--- config.mk ---
export PLATFORM = sky130hd
export DESIGN_NAME = hbhe_ctrl
export DESIGN_NICKNAME = d
export VERILOG_FILES = /design/src/design/hbhe_pkg.sv /design/src/design/hbhe_ctrl.sv
export SDC_FILE = /design/constraint.sdc
export NUM_CORES = 1
export LEC_CHECK = 0
export BUFFER_PORTS_ARGS = -buffer_cell sky130_fd_sc_hd__buf_2
export CORE_AREA = 2 2 39 41
export CTS_BUF_LIST = sky130_fd_sc_hd__clkbuf_4 sky130_fd_sc_hd__clkbuf_8
export DETAILED_ROUTE_END_ITERATION = 6
export DIE_AREA = 0 0 41 43
export PLACE_DENSITY_LB_ADDON = 0.08
export RECOVER_POWER = 100
export SETUP_SLACK_MARGIN = 0.1
export SLEW_MARGIN = 10
export SYNTH_ARGS = -nofsm -noshare
export SYNTH_HDL_FRONTEND = slang
export SYNTH_SLANG_ARGS = --single-unit
export TNS_END_PERCENT = 5
--- constraint.sdc ---
create_clock -name i_clk -period 2.46 [get_ports i_clk]
set_input_delay 0.615 -clock i_clk [delete_from_list [all_inputs] [get_ports i_clk]]
set_output_delay 0.615 -clock i_clk [all_outputs]
set_load 0.005 [all_outputs]
--- src/design/hbhe_pkg.sv ---
package hbhe_pkg;

    localparam int HALF_W  = 33;
    localparam int TOTAL_W = 32;
    localparam int VAL_W   = 32;

    localparam logic [HALF_W-1:0]  HALF_MAX  = 33'h1_FFFF_FFFF;
    localparam logic [TOTAL_W-1:0] TOTAL_MAX = 32'hFFFF_FFFF;

    // operation codes
    localparam logic [1:0] OP_ADD   = 2'd0;
    localparam logic [1:0] OP_READ  = 2'd1;
    localparam logic [1:0] OP_CLEAR = 2'd2;

    // placement codes
    localparam logic [2:0] PL_OUTSIDE = 3'd0;
    localparam logic [2:0] PL_END     = 3'd1;
    localparam logic [2:0] PL_SPLIT   = 3'd2;
    localparam logic [2:0] PL_WHOLE   = 3'd3;
    localparam logic [2:0] PL_NONE    = 3'd4;

    // configuration register indexes
    localparam logic [1:0] CFG_LOW_EDGE  = 2'd0;
    localparam logic [1:0] CFG_BIN_WIDTH = 2'd1;
    localparam logic [1:0] CFG_BINS_USED = 2'd2;

    typedef struct packed {
        logic cap;       // capture the item
        logic sweep;     // zero one bin and advance
        logic div_step;  // one quotient bit
        logic classify;  // place the sample
        logic modify;    // read-modify-write of one bin, or read result
        logic fin;       // load the result registers
    } t_cmd;

    typedef struct packed {
        logic op_add;     // incoming item is an add
        logic op_clear;   // incoming item is a clear
        logic sweep_last;
        logic div_last;
        logic in_domain;
        logic more;       // second bin of a split still to update
    } t_status;

    function automatic logic [HALF_W-1:0] sat_half(input logic [HALF_W-1:0] a,
                                                   input logic [1:0] inc);
        logic [HALF_W:0] s;
        s = {1'b0, a} + (HALF_W+1)'(inc);
        return (s > {1'b0, HALF_MAX}) ? HALF_MAX : s[HALF_W-1:0];
    endfunction

endpackage

--- src/design/hbhe_ctrl.sv ---
module hbhe_ctrl (
    input  logic              i_clk,
    input  logic              i_rst_n,
    input  logic              i_start,
    input  hbhe_pkg::t_status i_status,
    output hbhe_pkg::t_cmd    o_cmd,
    output logic              o_busy,
    output logic              o_valid
);

    localparam logic [2:0] S_IDLE  = 3'd0;
    localparam logic [2:0] S_SWEEP = 3'd1;
    localparam logic [2:0] S_DIV   = 3'd2;
    localparam logic [2:0] S_CLASS = 3'd3;
    localparam logic [2:0] S_RD    = 3'd4;
    localparam logic [2:0] S_MOD   = 3'd5;
    localparam logic [2:0] S_FIN   = 3'd6;

    logic [2:0] r_state;
    logic [2:0] n_state;
    logic       r_clr;
    logic       n_clr;
    logic       r_valid;

    always_comb begin
        n_state = r_state;
        n_clr   = r_clr;
        o_cmd   = '0;
        case (r_state)
            S_IDLE: begin
                if (i_start) begin
                    o_cmd.cap = 1'b1;
                    if (i_status.op_add) begin
                        n_state = S_DIV;
                    end else if (i_status.op_clear) begin
                        n_clr   = 1'b1;
                        n_state = S_SWEEP;
                    end else begin
                        n_state = S_RD;
                    end
                end
            end
            S_SWEEP: begin
                o_cmd.sweep = 1'b1;
                if (i_status.sweep_last) begin
                    // the sweep after reset gives no item
                    n_state = r_clr ? S_FIN : S_IDLE;
                    n_clr   = 1'b0;
                end
            end
            S_DIV: begin
                o_cmd.div_step = 1'b1;
                if (i_status.div_last) begin
                    n_state = S_CLASS;
                end
            end
            S_CLASS: begin
                o_cmd.classify = 1'b1;
                n_state = i_status.in_domain ? S_RD : S_FIN;
            end
            S_RD: begin
                n_state = S_MOD;
            end
            S_MOD: begin
                o_cmd.modify = 1'b1;
                n_state = i_status.more ? S_RD : S_FIN;
            end
            S_FIN: begin
                o_cmd.fin = 1'b1;
                n_state   = S_IDLE;
            end
            default: begin
                n_state = S_IDLE;
            end
        endcase
    end

    always_ff @(posedge i_clk) begin
        if (!i_rst_n) begin
            r_state <= S_SWEEP;
            r_clr   <= 1'b0;
            r_valid <= 1'b0;
        end else begin
            r_state <= n_state;
            r_clr   <= n_clr;
            r_valid <= o_cmd.fin;
        end
    end

    assign o_busy  = (r_state != S_IDLE);
    assign o_valid = r_valid;

`ifndef SYNTH
    a_strobe_single: assert property (@(posedge i_clk) disable iff (!i_rst_n)
        r_valid |=> !r_valid)
        else $error("result strobe longer than one cycle");

    a_accept_leaves_idle: assert property (@(posedge i_clk) disable iff (!i_rst_n)
        (i_start && r_state == S_IDLE) |=> (r_state != S_IDLE))
        else $error("accepted item did not start");

    a_strobe_after_fin: assert property (@(posedge i_clk) disable iff (!i_rst_n)
        r_valid |-> (r_state == S_IDLE))
        else $error("result strobe while still working");
`endif

endmodule

# Word-level counts from Yosys, hierarchy flattened
# Cells that the tools add are included.
# Widths: inputs -> output; s select.
[word_totals] register_bits=5 in_bits=9 out_inout_bits=8
[op_classes] eq_ne=11 muxes=21 reduce_logical=5
[op_table] cell="$mux 3" n=6
[op_table] cell="$pmux 3 s6" n=1
[op_table] cell="$mux 1" n=11
[op_table] cell="$ne 2x2->1 const B" n=5
[op_table] cell="$eq 3x3->1 const B" n=3
[op_table] cell="$eq 3x2->1 const B" n=2
[op_table] cell="$reduce_and 5->1" n=1
[op_table] cell="$mux 2" n=2
[op_table] cell="$eq 3x1->1 const B" n=1
[op_table] cell="$logic_not 3->1" n=1
[op_table] cell="$reduce_and 3->1" n=1
[op_table] cell="$reduce_bool 3->1" n=1
[op_table] cell="$pmux 1 s2" n=1
[op_table] cell="$reduce_bool 2->1" n=1

# Longest topological paths before layout
[logic_depth] ltp_word=4 ltp_mapped=4 ltp_nobuf=3

# Worst setup path before layout
# Ideal clock, no wire load.
[synth_path] path_type="register to output" from="reg r_state[1]" to="out o_cmd[5] in the netlist's numbering" arrival_time_ns=0.922 required_time_ns=1.845 path_slack_ns=0.923 stages_incl_launch_ff=4 path_buffers=1 path_cell_list="dfxtp_1 > buf_6 > or3_4 > nor2_2"
[synth_lines] item="start, declared" line="hbhe_ctrl.sv:19" text="logic [2:0] r_state;"
[synth_lines] item="start signal, assigned" line="hbhe_ctrl.sv:84" text="r_state <= n_state;"
[synth_lines] item="end, declared" line="hbhe_ctrl.sv:6" text="output hbhe_pkg::t_cmd o_cmd,"

==> qor.txt <==
=================================================================================
End-of-flow core utilization                                                31.2%
CTS tree                                                                     done
CTS buffer count                                                                3
RSZ-0062 raised after global routing                                           no
Total global-route track usage                                              10.0%
Quantity of hold-fixing buffers added after cts                                 0
Post-route ant nets                                                             0
Classification of the worst setup path                               register to primary output
Final Hold Viols                                                                0
Core Footprint                                                        0.00138 mm2
Kind of end point of the critical path                               primary output
Max-Cap Viols                                                                   0
Final-report max-slew violation count                                           0
Total I/O pin count                                                            17
Placement row count                                                            14
Post-synthesis cell count                                                      42
Post-Layout Inst Area                                                     432 um2
Syn. warnings                                                                   0
Via count of the first global-routing pass                                    304
Tightest hold margin                                                     0.574 ns
Number of DRC violations after detailed routing                                 0
Startpoint type of the worst setup path                                  register
CTS Buffer Depth                                                                2
Register area share after synthesis                                         29.5%
CP Max Fanout                                                                  15
Worst Tran Pin Value                                                     0.454 ns
Required @ worst endpoint                                                 1.85 ns
Worst IR Drop VDD                                                        0.199 mV
Setup Skew                                                             0.00663 ns
WL per Instance                                                           11.3 um
Number of resized instances in the post-cts repair step                         0
Top flip-flop cell by instance count after synthesis                 sky130_fd_sc_hd__dfxtp_1
Share of the synthesized area in the top cell type                          29.5%
Async set-or-reset flop fraction in the synthesized netlist                    0%
Setup repair bufs after CTS                                                     0
Ranking of synthesized cells by area                                 sky130_fd_sc_hd__dfxtp_1 (30%), sky130_fd_sc_hd__nor2_1 (5.5%), sky130_fd_sc_hd__a211oi_2 (3.7%), sky130_fd_sc_hd__a31oi_1 (3.7%), sky130_fd_sc_hd__nor3b_2 (3.7%)
Proportion of layout cells with a drive suffix above 1                      28.8%
Library cell occupying the most area in the post-synthesis netlist   sky130_fd_sc_hd__dfxtp_1
Detailed Place HPWL                                                        629 um
Cell leakage power                                                       0.176 nW
Largest delay share family, worst path                                 flip-flops
X dimension of the die                                                      41 um
Vias per std cell                                                            4.72
H-tree level count                                                              1
Data arrival time of the critical path                                    1.42 ns
Period utilization                                                          82.8%
Combined area of the multi-input logic cells                              196 um2
Total power divided by cell area                                       587 mW/mm2
Routability-driven placement congestion ratio                               0.711
Area growth from synthesis to final layout                                  27.3%
Post-Syn Area per Cell                                                   8.07 um2
Clock Root Buffer                                                    sky130_fd_sc_hd__clkbuf_4
Die area                                                              0.00176 mm2
Leading cell type in the layout, fill and taps excluded              sky130_fd_sc_hd__buf_2
Cell area reported after detailed placement                               418 um2
Most frequent cells in the layout                                    sky130_fd_sc_hd__buf_2 (11), sky130_fd_sc_hd__nor2_1 (5), sky130_fd_sc_hd__dfxtp_1 (5), sky130_fd_sc_hd__clkbuf_1 (5), sky130_fd_sc_hd__clkbuf_4 (4)
FF+latch count, synth                                                           5
Total grt overflow                                                              0
Initial core utilization                                                    24.5%
Setup TNS                                                                    0 ns
Number of iterations in the first detailed-routing pass                         2
Antenna violations before repair                                                0
Starting DRT DRC Count                                                          4
Register Area                                                             100 um2
Remaining max-slew budget at the tightest pin                               69.7%
Clk sink count                                                                  5
Crit path time final                                                      2.04 ns
Maximum clock frequency                                                 0.491 GHz
Port buffer count                                                              16
Largest incremental delay on the critical path                            0.59 ns
Wire length of the first global-routing pass                              1240 um
Run status                                                              completed
Post-Route WL                                                              845 um
Clock-pin slew on the worst setup and hold paths                          0.05 ns
Type of the tightest min-delay check                                 primary input to register
Largest net degree at the start of global routing                              16
Filler Cells Inserted                                                         161
Via count                                                                     354
Library cells used by synthesis                                                27
Count of flip-flops with a built-in enable after synthesis                      0
Ordered cell list for the critical path                              nor3b_1 > clkbuf_1
Post-synthesis instance area                                              339 um2
Y dimension of the die                                                      43 um
Endpoints failing setup                                                         0
Buffer and inverter count on the worst path                                     1
Antenna diode instance count                                                    0
Critical-path top delay cell                                         sky130_fd_sc_hd__dfxtp_1
Insertion delay to the later sink of the worst-skew pair                  0.24 ns
Final net count                                                                69
Mapped Nets                                                                    51
=================================================================================
==> sequential cells by signal, summed over array words and instances, names as in the netlist <==
register / count
o_valid: 1
r_state: 3
r_clr: 1
==> cell usage after synthesis (all sizes together) (2+ instances only) <==
cell / count
o21ai: 2
inv: 3
dfxtp: 5
nor3b: 2
a31oi: 2
nor2: 6
buf: 3
nand2: 3
==> metal layers <==
metal / GRT usage [%] / wire, um / up-vias
met2: 15.6 / 391 / 11
met3: 3.66 / 52 / 0
met5: 0 / 0 / -
met1: 12.8 / 400 / 158
li1: - / - / 185
met4: 2.00 / 0 / 0
==> logic make-up (layout without fill, tap and decap cells) <==
kind of cell	Yosys count	in the layout	share of synthesized area (%)
AO/OA/AOI/OAI	9	9	19.2
buffers and inverters	6	23	9.59
flip-flops	5	5	29.5
multiplexers	1	1	3.32
AND/OR/NAND/NOR	21	21	38.4
==> final cells by class <==
cell class	count	share of cell area [%]
multi-input combinational	31	45.5
sequential	5	23.2
timing repair buffer	16	17.1
inverter	3	2.61
tap	16	4.64
clock buffer	4	6.96
==> final timing paths <==
kind | startpoint | endpoint | slack [ns] | cells past startpoint
max reg2reg | r_state[0] | r_state[1] | 1.06 | 3
max | r_state[0] | o_cmd[4] | 0.42 | 2
min reg2reg | r_clr | r_state[2] | 0.60 | 2
min | i_rst_n | r_state[0] | 0.57 | 2
==> worst reg2reg max path, stage by stage, from the launching register on <==
cell                       delay, ns
sky130_fd_sc_hd__dfxtp_1        0.59
sky130_fd_sc_hd__mux2_1         0.36
sky130_fd_sc_hd__o211ai_1       0.23
sky130_fd_sc_hd__a31oi_1        0.07
==> metrics by stage <==
stage               total power [W]  worst slack, ns  instances
finish                     0.000253            0.422         75
global route               0.000270            0.391         75
CTS                        0.000265            0.511         75
detailed placement         0.000153            0.788         71
global placement           0.000154            0.790         71
floorplan                  0.000134            0.923         42
==> power breakdown <==
group          internal, W   total, W  switching (W)
combinational    0.0000245  0.0000474      0.0000229
sequential       0.0000859  0.0000995      0.0000137
clock            0.0000723   0.000106      0.0000340
total             0.000183   0.000253      0.0000705
Power figures use the tool's default switching activity.
